===== config.mk =====
export PLATFORM = sky130hd
export DESIGN_NAME = swmr_cell
export DESIGN_NICKNAME = d
export VERILOG_FILES = /design/src/design/swmr_pkg.sv /design/src/design/swmr_cell.sv
export SDC_FILE = /design/constraint.sdc
export NUM_CORES = 1
export LEC_CHECK = 0
export BUFFER_PORTS_ARGS = -buffer_cell sky130_fd_sc_hd__clkbuf_2
export CELL_PAD_IN_SITES_DETAIL_PLACEMENT = 1
export CELL_PAD_IN_SITES_GLOBAL_PLACEMENT = 1
export CORE_MARGIN = 10
export CORE_UTILIZATION = 32
export CTS_BUF_LIST = sky130_fd_sc_hd__clkbuf_16
export CTS_CLUSTER_SIZE = 20
export DETAILED_ROUTE_END_ITERATION = 16
export HOLD_SLACK_MARGIN = 0.15
export PLACE_DENSITY_LB_ADDON = 0.1
export SLEW_MARGIN = 30
export SYNTH_ARGS = -nofsm -noshare
export SYNTH_HDL_FRONTEND = slang
export SYNTH_SLANG_ARGS = --single-unit

===== constraint.sdc =====
create_clock -name aclk -period 1.88 [get_ports aclk]
set_clock_uncertainty 0.1 [all_clocks]
set_input_delay 0.282 -clock aclk [delete_from_list [all_inputs] [get_ports aclk]]
set_output_delay 0.282 -clock aclk [all_outputs]
set_load 0.02 [all_outputs]

===== src/design/swmr_pkg.sv =====
// shared types and constants for the sliding window range tracker
package swmr_pkg;

    localparam int IN_TDATA_W  = 32;   // sample field, already whole bytes
    localparam int OUT_RANGE_W = 32;   // width of window_range and best_range
    localparam int CFG_W       = 7;    // window_size register width
    localparam int M_TDATA_W   = 72;   // full + range + best, padded to bytes

    localparam logic [CFG_W-1:0] CFG_SIZE_RESET = CFG_W'(1);

    // control handed to every cell of the window line
    typedef struct packed {
        logic load;    // take a new sample: shift hold line and copy into scan line
        logic scan;    // move the scan line one cell toward the head
    } cell_ctrl_t;

    // control for the min/max tracker at the head of the scan line
    typedef struct packed {
        logic restart; // forget the previous window's extremes
        logic take;    // fold the head cell's scan value in
    } trk_ctrl_t;

    typedef enum logic [2:0] {
        ST_IDLE = 3'b001,
        ST_SCAN = 3'b010,
        ST_DONE = 3'b100
    } state_t;

endpackage


===== src/design/swmr_cell.sv =====
// one cell of the window line: a held sample and its scan copy
module swmr_cell
    import swmr_pkg::*;
#(
    parameter int SAMPLE_BITS = 32
) (
    input  logic                   aclk,
    input  cell_ctrl_t             ctrl,
    input  logic [SAMPLE_BITS-1:0] hold_in,   // from the younger neighbor
    input  logic [SAMPLE_BITS-1:0] scan_in,   // from the older neighbor
    output logic [SAMPLE_BITS-1:0] hold_out,
    output logic [SAMPLE_BITS-1:0] scan_out
);

    logic [SAMPLE_BITS-1:0] hold_reg;
    logic [SAMPLE_BITS-1:0] scan_reg;

    always_ff @(posedge aclk) begin
        if (ctrl.load) begin
            hold_reg <= hold_in;
            scan_reg <= hold_in;
        end else if (ctrl.scan) begin
            scan_reg <= scan_in;
        end
    end

    assign hold_out = hold_reg;
    assign scan_out = scan_reg;

endmodule


Word-level counts from Yosys, hierarchy flattened. Cells that the tools add are included.

Register bits after elaboration: 64. Input bits: 67.

Mux-type cells: 2. Reductions and logical operators: 1.

Operators with widths (count): 32-bit two-way mux (2); 2-bit nonzero test (1).

Depth between registers and ports, before layout.
Word-level depth: 2. Gate-level depth with buffers: 3. Gate-level depth less buffers: 1.

Worst setup path after synthesis. No wires, ideal clock.

Path type: input to register. Start: in ctrl[1] (netlist name). End: reg scan_reg[0], in the netlist scan_out[0] (enable). Slack: 0.085 ns. Buffers on the path: 2. Stages on the path: 3. Setup time: 0.390 ns. Data arrival time: 1.304 ns. Required time: 1.390 ns. Cell sequence: buf_6 > buf_12 > or2_1.

Cells in the longest elaborated chain, start to end: 1.

Ends and longest elaborated chain: start, declared (RTL line swmr_cell.sv:8) `input cell_ctrl_t ctrl,`; 2-bit nonzero test (no line); end signal, assigned (RTL line swmr_cell.sv:21) `scan_reg <= hold_in;`; end signal, assigned (RTL line swmr_cell.sv:23) `scan_reg <= scan_in;`; end, declared (RTL line swmr_cell.sv:16) `logic [SAMPLE_BITS-1:0] scan_reg;`.

No other way between the ends. A chain may end at the register's enable or synchronous reset.

Worst setup path after layout.
Start: reg scan_reg[11], in the netlist scan_out[11]. End: out scan_out[11].

RTL lines: end, declared (RTL line swmr_cell.sv:12) `output logic [SAMPLE_BITS-1:0] scan_out`.

No word-level cell between the ends.

==> impl_metrics.json <==
{
  "yosys.area_share.simple_pct": 0.253,
  "die_h_um": 108,
  "synth-main-ff-cell": "edfxtp_1",
  "clock-sinks": 64,
  "detail_route.iter0.violations": 39,
  "outcome": "finished clean",
  "netlist_area_sq_mm": 0.00247,
  "tightest_slew_ps": 803,
  "hp-class": "in2reg",
  "seq_area_frac_synth_pct": 77.9,
  "crit_chain": "clkbuf_2",
  "synth_compound_area_share_pct": 0,
  "setup_tns_ps": 0,
  "synth_top_family_by_area": "multiplexers",
  "gp_congestion": 0.699,
  "ios": 131,
  "arrival_ps": 890,
  "grt_start_max_net_pins": 65,
  "required_ps": 1500,
  "die_area_sq_mm": 0.0116,
  "ys_top_cells_by_area": "edfxtp_1 (78%), mux2_4 (18%), buf_12 (2.4%), mux2_2 (1.4%), buf_6 (0.46%)",
  "cts_tree": "built",
  "fillers": 746,
  "yosysMostFrequentCell": "edfxtp_1",
  "track_usage_pct": 11.6,
  "yosys-mux-area-fraction_pct": 19.0,
  "drive_above_1_share_pct": 63.8,
  "grt_antenna_before_repair": 0,
  "first_pass_iters": 3,
  "hold_viol_final": 0,
  "yosys.area.top_type": "edfxtp_1",
  "vias_per_cell": 4.14,
  "pwr_density_cell_mw_per_mm2": 1020,
  "synth_edf_count": 64,
  "antenna_cells": 0,
  "synth_commonest_cells": "edfxtp_1 (64), mux2_4 (29), buf_12 (3), mux2_2 (3)",
  "vdd_drop_max_mv": 0.610,
  "avgSynthCellArea_sq_um": 24.4,
  "critPathMaxStageDelay_ps": 400,
  "critPathTopFamily": "flip-flops",
  "slowest_stage": "edfxtp_1",
  "htree_levels": 3,
  "rows": 31,
  "maxSlewViolCount": 0,
  "power_mw": 3.89,
  "cts_buffers": 9,
  "syn2layout_area_growth_pct": 53.7,
  "finalCriticalPeriod_ps": 1270,
  "rsz0062_at_grt": "false",
  "startpoint_type": "flop",
  "grt_pass1_vias": 1810,
  "fmax_mhz": 788,
  "wl_mm": 6.64,
  "setup_viol": 0,
  "ctsLongestPathBuffers": 2,
  "drc": 0,
  "gr-total-overflow": 0,
  "nets": 338,
  "crit_type": "reg2out",
  "io_buffers": 130,
  "hpwl_mm": 4.82,
  "synthAdderAreaFrac_pct": 0,
  "dp_slack_ps": 321,
  "start_util_pct": 33.5,
  "cap_violations": 0,
  "setup_ws_ps": 611,
  "critPathCaptureType": "output pin",
  "cts-root-buf": "clkbuf_16",
  "async_flop_share_pct": 0,
  "ys_warn_count": 0,
  "path_clk_slew_ps": 50,
  "path_max_fanout": 1,
  "yosysUniqueCellTypes": 6,
  "synth-seq-cells": 64,
  "synth_top_area_share_pct": 77.9,
  "detail-route-antenna-nets": 0,
  "power_leakage_nw": 1.72,
  "synth-xor-area-share_pct": 0,
  "wl_per_cell_um": 17.7,
  "crit_buf_inv": 1,
  "core_area_sq_mm": 0.00737,
  "synth_nets": 168,
  "grt_pass1_wl_mm": 10.1,
  "vias": 1551,
  "maxSlewHeadroom_pct": 46.5,
  "fin_crit_sh_pct": 67.5,
  "fp.dieW_um": 108,
  "synthCells": 101,
  "post_cts_buffers": 0
}
==> placed cells by master (no fill, tap or decap) <==
master and n:
inv_1 2, clkbuf_16 9, buf_12 1, or2_2 1, clkinv_2 2, mux2_2 3, clkbuf_2 129, mux2_4 29
edfxtp_1 64, buf_4 1, bufinv_16 1, dlygate4sd3_1 32, clkinv_1 2
==> worst paths after layout <==
check / slack [ps] / from / end / depth (start not counted)
hold / removal: 160 / scan_in[12] / scan_out[12] / 2
setup / recovery: 610 / scan_out[11] / scan_out[11] / 1
==> report_power, final <==
group | internal (mW) | switching (mW)
sequential | 1.73 | 0.0354
clock | 1.00 | 0.543
combinational | 0.257 | 0.326
==> per-layer routing <==
layer	vias to the layer above	GRT usage (%)	part of all wire, %	routed length, um
li1	745	-	-	-
met1	722	11.7	37	2460
met4	0	4.87	1.2	80
met2	77	19.6	51	3370
met3	7	5.99	11	723
met5	-	0	0	0
==> stage by stage <==
stage	std cells	hold slack, ps	utilization [%]	instance area (sq um)
finish	375	164	51.5	3790
global route	375	156	51.5	3790
CTS	375	153	51.5	3790
detailed placement	327	378	43.3	3190
global placement	327	373	43.3	3190
floorplan	101	281	-	2470
==> cells by family after synthesis <==
logic type | count (synthesis)
buf+inv | 4
flops | 64
mux | 32
simple gates | 1
==> registers in the layout (all words and copies together) (netlist names) <==
register,cells
scan_out,32
hold_out,32
==> area by class of cell <==
cell class | count | area (sq um) | area share (%)
Sequential cell | 64 | 1920 | 50.6
Clock inverter | 7 | 55.1 | 1.45
Clock buffer | 9 | 225 | 5.93
Timing Repair Buffer | 163 | 993 | 26.2
Tap cell | 99 | 124 | 3.26
Multi-Input combinational cell | 33 | 475 | 12.5
==> timing repair <==
item | CTS | global route
hold endpoints to repair | 32 | 0
hold buffers | 32 | 0
setup endpoints to repair | 0 | 0
gates resized for setup | 0 | 0
No activity file was read; power rests on OpenSTA's default activity.
