**src/design/swmr_pkg.sv**
```systemverilog
// shared types and constants for the sliding window range tracker
package swmr_pkg;

    localparam int IN_TDATA_W  = 32;   // sample field, already whole bytes
    localparam int OUT_RANGE_W = 32;   // width of window_range and best_range
    localparam int CFG_W       = 7;    // window_size register width
    localparam int M_TDATA_W   = 72;   // full + range + best, padded to bytes

    localparam logic [CFG_W-1:0] CFG_SIZE_RESET = CFG_W'(1);

    // control handed to every cell of the window line
    typedef struct packed {
        logic load;    // take a new sample: shift hold line and copy into scan line
        logic scan;    // move the scan line one cell toward the head
    } cell_ctrl_t;

    // control for the min/max tracker at the head of the scan line
    typedef struct packed {
        logic restart; // forget the previous window's extremes
        logic take;    // fold the head cell's scan value in
    } trk_ctrl_t;

    typedef enum logic [2:0] {
        ST_IDLE = 3'b001,
        ST_SCAN = 3'b010,
        ST_DONE = 3'b100
    } state_t;

endpackage

```
**src/design/swmr_track.sv**
```systemverilog
// running min and max over the scan stream, and their difference
module swmr_track
    import swmr_pkg::*;
#(
    parameter int SAMPLE_BITS = 32
) (
    input  logic                   aclk,
    input  logic                   aresetn,
    input  trk_ctrl_t              ctrl,
    input  logic [SAMPLE_BITS-1:0] value,
    output logic [OUT_RANGE_W-1:0] range
);

    localparam int DW = SAMPLE_BITS + 1;

    logic signed [SAMPLE_BITS-1:0] lo_reg, lo_next;
    logic signed [SAMPLE_BITS-1:0] hi_reg, hi_next;
    logic                          first_reg, first_next;
    logic signed [SAMPLE_BITS-1:0] v;
    logic [DW-1:0]                 diff;

    assign v = signed'(value);

    always_comb begin
        lo_next    = lo_reg;
        hi_next    = hi_reg;
        first_next = first_reg;
        if (ctrl.restart) begin
            first_next = 1'b1;
        end else if (ctrl.take) begin
            first_next = 1'b0;
            if (first_reg || v < lo_reg) begin
                lo_next = v;
            end
            if (first_reg || v > hi_reg) begin
                hi_next = v;
            end
        end
    end

    always_ff @(posedge aclk) begin
        if (!aresetn) begin
            first_reg <= 1'b1;
        end else begin
            first_reg <= first_next;
        end
        lo_reg <= lo_next;
        hi_reg <= hi_next;
    end

    // one bit wider so the difference never wraps
    assign diff = {hi_reg[SAMPLE_BITS-1], hi_reg} - {lo_reg[SAMPLE_BITS-1], lo_reg};

    generate
        if (DW >= OUT_RANGE_W) begin : g_cut
            assign range = diff[OUT_RANGE_W-1:0];
        end else begin : g_ext
            assign range = {{(OUT_RANGE_W-DW){1'b0}}, diff};
        end
    endgenerate

endmodule

```
**config.mk**
```make
export PLATFORM = sky130hd
export DESIGN_NAME = swmr_track
export DESIGN_NICKNAME = d
export VERILOG_FILES = /design/src/design/swmr_pkg.sv /design/src/design/swmr_track.sv
export SDC_FILE = /design/constraint.sdc
export NUM_CORES = 1
export LEC_CHECK = 0
export BUFFER_PORTS_ARGS = -buffer_cell sky130_fd_sc_hd__buf_2
export CAP_MARGIN = 40
export CORE_MARGIN = 2
export CORE_UTILIZATION = 24
export DETAILED_ROUTE_END_ITERATION = 10
export PLACE_DENSITY = 0.4
export SYNTH_ARGS = -nofsm -noshare
export SYNTH_HDL_FRONTEND = slang
export SYNTH_SLANG_ARGS = --single-unit
```
**constraint.sdc**
```tcl
create_clock -name aclk -period 10.5 [get_ports aclk]
set_input_delay 2.1 -clock aclk [delete_from_list [all_inputs] [get_ports aclk]]
set_output_delay 2.1 -clock aclk [all_outputs]
set_load 0.02 [all_outputs]
```
-- Word level (Yosys, flattened, before mapping)
Cells that the tools add are included.
- add/sub/neg operators: 1
- multiply operators: 0
- divide/modulo/power cells: 0
- magnitude comparators: 2
- equal/unequal tests: 0
- shifts and indexed selects: 0
- mux-type cells: 0
- bitwise logic cells: 2
- reduce and logical (&&, ||, !) cells: 5
- operators with widths (cell ; number):
    > comparator 32 bit ; 1
    < comparator 32 bit ; 1
    subtractor 32 bit ; 1
    AND reduction 3 bit ; 2
    logical OR 1 bit ; 2
    NOT 1 bit ; 2
    OR reduction 2 bit ; 1
- register bits: 65
- bits in latches: 0
- bits in writable memories: 0
- ROM bits: 0
- bits of input ports: 36
- output and inout port bits: 32
- memories: 0

-- Depth between registers and ports, before layout
Gate-level depths: netlist of the first run.
- word-level depth: 3
- mapped depth: 10
- depth with buffers taken out: 10

-- Worst setup path before layout of the first run
OpenSTA, ideal clock, no wires.
- path kind: input port to flip-flop
- start point: input value[25]
- end point: register lo_reg[0] (enable)
- setup time: 466 ps
- data arrival time: 5521 ps
- path slack: 4513 ps
- stages on the path: 7
- cell sequence: ha_1 > a21o_1 > a21oi_1 > nor2b_1 > a2111oi_0 > o2111ai_1 > o21ai_0
- longest elaborated chain between the ends: 3
- ends and longest elaborated chain (item ; RTL line ; RTL):
    start, declared ; swmr_track.sv:10 ; input logic [SAMPLE_BITS-1:0] value,
    < comparator 32 bit ; swmr_track.sv:32 ; if (first_reg || v < lo_reg) begin
    logical OR 1 bit ; swmr_track.sv:32 ;
    AND reduction 3 bit (no line) ; n/a ;
    end signal, assigned ; swmr_track.sv:47 ; lo_reg <= lo_next;
    end, declared ; swmr_track.sv:16 ; logic signed [SAMPLE_BITS-1:0] lo_reg, lo_next;
Every way passes these cells.
A chain may end at the register's enable or synchronous reset.

-- Worst setup path after layout of the first run
- start point: register lo_reg[0]
- end point: output range[30]
- longest elaborated chain between the ends: 1
- ends and longest elaborated chain (item ; RTL line ; RTL):
    subtractor 32 bit ; swmr_track.sv:52 ; assign diff = {hi_reg[SAMPLE_BITS-1], hi_reg} - {lo_reg[SAMPLE_BITS-1], lo_reg};
    end, declared ; swmr_track.sv:11 ; output logic [OUT_RANGE_W-1:0] range
Every way passes these cells.

==> summary.md, run 1 <==
| Metric | Value |
|---|---|
| Run status | finished clean |
| Synth Net Count | 662 |
| Cell taking the most area after synthesis | edfxtp_1 |
| N_diodes | 0 |
| Inst Count DP | 875 |
| DP Wirelength | 11700 um |
| PortBufs | 67 |
| Initial DRC Count | 129 |
| Yosys cell types | 63 |
| Cell row count | 54 |
| Met2 Usage GRT | 0.202 |
| Count leader, synth | ha_1 |
| Fin cells | 890 |
| Hold Crit Class | reg -> reg |
| First-pass GRT wire length | 22700 um |
| Clock transition at path regs | 0.05 ns |
| GR peak layer | met2 |
| Met1 usage | 0.164 |
| Share of the synthesized area in the top cell type | 0.357 |
| # setup viols final | 0 |
| Critical Path RT | 8.40 ns |
| Core Area | 21900 um2 |
| Post-synthesis sequential area ratio | 0.361 |
| Top FF cell, synth | edfxtp_1 |
| Worst Skew | 0.00817 ns |
| CTS buffer count | 9 |
| Routed WL per cell | 15.9 um |
| Total wire length | 14100 um |
| Maximum vdd drop | 52.5 uV |
| Drc violations | 0 |
| Clock Path Buffers | 2 |
| Via count | 4048 |
| # IOs | 68 |
| Period utilization | 0.512 |
| Power Density | 137 nW/um2 |
| GRT Util Overall | 0.121 |
| Grt total ovfl | 0 |
| #FFs+latches synth | 65 |
| Fin crit period | 5.38 ns |
| Post-synth EDFFs | 64 |
| Clock latency at the later pin of the worst-skew pair | 0.33 ns |
| Count of clock tree sinks | 65 |
| Die width | 154 um |
| Layout cells sized above 1 | 0.180 |
| Starting Density | 0.246 |
| Crit Path Class | reg -> out |
| Min Hold Slack | 0.578 ns |
| Setup_tns | 0 ns |
| CTS tree | yes |
| Worst-Margin Slew | 0.499 ns |
| Data arrival time of the critical path | 3.28 ns |
| Max-cap violations | 0 |
| Top post-synthesis cells by area | edfxtp_1 (36%), ha_1 (22%), inv_1 (5.2%) |
| Area growth, synth to finish | 17.5% |
| Number of global-route vias before repair | 4214 |
| Cell Area, Synth | 5380 um2 |
| GR Util met3 | 0.0149 |
| Post-CTS sizing | 0 |
| Die height | 154 um |
| CP Capture Type | output port |
| Root buf cell | clkbuf_16 |
| Initial antenna violation count | 0 |
| Hold Buf Count CTS | 0 |
| Pin count of the biggest net entering global routing | 23 |
| DR vias/cell | 4.55 |
| Syn Inst Count | 531 |
| Max-Slew Margin vs Limit | 0.659 |
| Antenna-violating nets left | 0 |
| Fin util | 0.289 |
| H-Tree Depth | 3 |
| GPL Wtd Cong | 0.783 |
| Share of synthesized registers carrying an async set or reset | 0 |
| Worst Setup Start Kind | flip-flop |
| Lkg Pwr | 0.00291 uW |
| # nets final | 737 |
| Area of the die | 23600 um2 |
| Final hold vios | 0 |
| Post-CTS setup buffer count | 0 |
| Fill count | 2359 |
| RSZ-0062 raised after global routing | no |
| Synth top cells by count | ha_1 (94), inv_1 (75), edfxtp_1 (64) |
| Ys Warns | 0 |
| Drt pass-1 iters | 4 |
| Max FO, Critical Path | 5 |
| Max Slew Vio Count | 0 |
| Synthesized area per cell | 10.1 um2 |
| Max frequency | 0.186 GHz |
[final cells by class]
class                           count  area [um2]  area share
Multi-Input combinational cell    385        3120       0.493
Timing Repair Buffer               70         378      0.0597
Sequential cell                    65        1940       0.307
Clock inverter                      5        23.8     0.00376
Tap cell                          280         350      0.0554
Inverter                           75         282      0.0445
Clock buffer                       10         229      0.0362
[logic make-up (layout without fill, tap and decap cells)]
group	count (synthesis)	count (layout)	share of synthesized area
AND/OR/NAND/NOR	109	109	0.107
buffers and inverters	81	160	0.0602
flip-flops	65	65	0.361
adder cells (fa/ha/maj)	95	95	0.222
AO/OA/AOI/OAI	154	154	0.206
XOR/XNOR	27	27	0.0439
[routing by layer]
layer	up-vias	routed length [um]	share of wire
li1	2111	-	-
met1	1870	7010	0.50
met2	56	6540	0.46
met3	11	404	0.029
met4	0	174	0.012
met5	-	0	0
[critical path, cell delays in order (launching register included)]
cell and delay [ns]:
edfxtp_1 0.40, ha_1 0.27, fa_1 0.42, nand2b_1 0.18
a21oi_1 0.28, o21ai_2 0.17, a21oi_4 0.27, a31oi_4 0.16
nor4bb_1 0.16, nor4b_1 0.39, buf_2 0.24
[cells in the final DEF, fill, tap and decap left out, drive strengths merged, types with 9 or more instances in the layout]
cell type / instances
a21oi: 49
nand4: 16
o21ai: 26
nand2: 27
nand3: 12
ha: 94
a21o: 33
nor2: 18
buf: 70
inv: 75
o21a: 9
clkbuf: 10
nor3: 9
xnor2: 14
edfxtp: 64
xor2: 13
[where the power goes]
group / switching (uW) / internal [uW] / leakage (uW)
registers: 6.05 / 305 / 0.000611
clock network: 106 / 155 / 0.000121
logic: 182 / 110 / 0.00218
[stage by stage]
stage	total power (uW)	worst slack [ns]	area (um2)
floorplan	518	4.51	5380
global placement	609	5.25	6040
detailed placement	612	5.40	6070
CTS	876	5.02	6320
global route	914	4.89	6320
finish	865	5.12	6320
[worst paths after layout]
check / startpoint / to / slack, ns / depth (start not counted)
setup / recovery: lo_reg[0] / range[30] / 5.12 / 10
hold / removal: first_reg / first_reg / 0.58 / 2
setup reg to reg: lo_reg[25] / lo_reg[22] / 7.51 / 10
hold reg to reg: first_reg / first_reg / 0.58 / 2
(Power assumes the default switching activity.)
==> inputs of run 2 (changes only) <==
PLACE_DENSITY = 0.41   (was 0.4)
clock period = 4.8 ns   (was 10.5 ns; I/O delays follow)
==> summary.md, run 2 (synthesized netlist as in run 1, its figures left out) <==
| Metric | Value |
|---|---|
| Run status | finished clean (unchanged) |
| CTS buffer count | 9 (unchanged) |
| Worst R2R Setup Slack | 1.81 ns (was 7.51 ns) |
| Period utilization | 0.847 |
| Final hold vios | 0 (unchanged) |
| Maximum vdd drop | 174 uV (was 52.5 uV) |
| Fin crit period | 4.06 ns |
| Number of global-route vias before repair | 4188 (was 4214) |
| Power Density | 304 nW/um2 (was 137 nW/um2) |
| Initial DRC Count | 124 (was 129) |
| Core Area | 21900 um2 (unchanged) |
| Count of clock tree sinks | 65 (unchanged) |
| Hold Startpoint | first_reg (unchanged) |
| Post-CTS setup buffer count | 0 (unchanged) |
| Clock latency at the later pin of the worst-skew pair | 0.34 ns (was 0.33 ns) |
| Area of the die | 23600 um2 (unchanged) |
| Root buf cell | clkbuf_16 (unchanged) |
| N_diodes | 0 (unchanged) |
| RSZ-0062 raised after global routing | no (unchanged) |
| Max-cap violations | 0 (unchanged) |
| Worst Skew | 0.00739 ns (was 0.00817 ns) |
| Cell row count | 54 (unchanged) |
| Starting Density | 0.246 (unchanged) |
| Hold Buf Count CTS | 0 (unchanged) |
| Most common cell after layout, fill and taps aside | ha_1 (unchanged) |
| Max-Slew Margin vs Limit | 0.492 (was 0.659) |
| Max frequency | 0.246 GHz |
| CTS tree | yes (unchanged) |
| Worst Setup Start Kind | flip-flop (unchanged) |
| Lkg Pwr | 0.00291 uW (about the same) |
| Worst-Margin Slew | 0.742 ns (was 0.499 ns) |
| Via count | 4072 (was 4048) |
| Post-CTS sizing | 0 (unchanged) |
| # nets final | 736 (was 737) |
| Layout cells sized above 1 | 0.184 (was 0.180) |
| Die height | 154 um (unchanged) |
| Antenna-violating nets left | 0 (unchanged) |
| GRT Util Overall | 0.120 (was 0.121) |
| Die width | 154 um (unchanged) |
| Routed WL per cell | 15.8 um (was 15.9 um) |
| Reg-to-Reg Start | lo_reg[25] (unchanged) |
| Initial antenna violation count | 0 (unchanged) |
| Setup_tns | 0 ns (unchanged) |
| CP Capture Type | output port (unchanged) |
| Fill count | 2338 (was 2359) |
| PortBufs | 67 (unchanged) |
| Clock Path Buffers | 2 (unchanged) |
| First-pass GRT wire length | 22400 um (was 22700 um) |
| # setup viols final | 0 (unchanged) |
| Most frequent cells in the layout | ha_1 (94), inv_1 (75), buf_2 (67) (unchanged) |
| Total wire length | 14000 um (was 14100 um) |
| Drc violations | 0 (unchanged) |
| Max Slew Vio Count | 0 (unchanged) |
| Pin count of the biggest net entering global routing | 33 (was 23) |
| Drt pass-1 iters | 4 (unchanged) |
| # IOs | 68 (unchanged) |
| Area growth, synth to finish | 17.6% (was 17.5%) |
| Max FO, Critical Path | 5 (unchanged) |
| DR vias/cell | 4.58 (was 4.55) |
| Hold Crit Class | reg -> reg (unchanged) |
| Grt total ovfl | 0 (unchanged) |
| Crit Path Class | reg -> out (unchanged) |
| CP startpoint | lo_reg[0] (unchanged) |
| Data arrival time of the critical path | 3.10 ns (was 3.28 ns) |
| DP Wirelength | 11400 um (was 11700 um) |
| Clock transition at path regs | 0.05 ns (about the same) |
| GPL Wtd Cong | 0.823 (was 0.783) |
| H-Tree Depth | 3 (unchanged) |
| Fin util | 0.289 (about the same) |
| Critical Path RT | 3.84 ns (was 8.40 ns) |
[run 2: worst max-delay path: stages (launching register included)]
cell      delay [ns]
edfxtp_1        0.39
ha_1            0.27
fa_1            0.41
nand2b_1        0.19
a21oi_1         0.23
o21ai_2         0.15
a21oi_4         0.26
a31oi_4         0.15
nor4bb_1        0.15
nor4b_1         0.34
buf_2           0.23
[run 2: path summary, 6_finish.rpt]
check | cells past startpoint | end
max | 10 | range[30]
min reg2reg | 2 | first_reg
max reg2reg | 9 | lo_reg[15]
min | 2 | first_reg
[run 2: metal layers]
metal | track usage | share of wire
met5 | 0 | 0
met2 | 0.195 | 0.46
met4 | 0.0494 | 0.021
met3 | 0.0149 | 0.030
met1 | 0.162 | 0.49
[run 2: stage by stage]
stage	instances	worst slack (ns)	total power (uW)	cell area, um2	hold WS (ns)
2_1_floorplan	531	0.812	1130	5380	0.492
3_3_place_gp	874	1.05	1340	6060	0.560
3_5_place_dp	874	0.943	1340	6060	0.572
4_1_cts	890	0.711	1950	6330	0.579
5_1_grt	890	0.536	2040	6330	0.616
6_report	890	0.736	1920	6330	0.565
[run 2: power breakdown]
group	switching (uW)	internal [uW]
clock network	255	347
registers	12.5	668
logic	401	237
total	669	1250
[run 2: final cells by class]
cell class / count / area [um2] / area share
clock buffer: 9 / 225 / 0.0356
clock inverter: 7 / 47.5 / 0.00751
inverter: 75 / 282 / 0.0445
multi-input combinational: 385 / 3120 / 0.493
sequential: 65 / 1940 / 0.307
tap: 280 / 350 / 0.0553
timing repair buffer: 69 / 363 / 0.0573
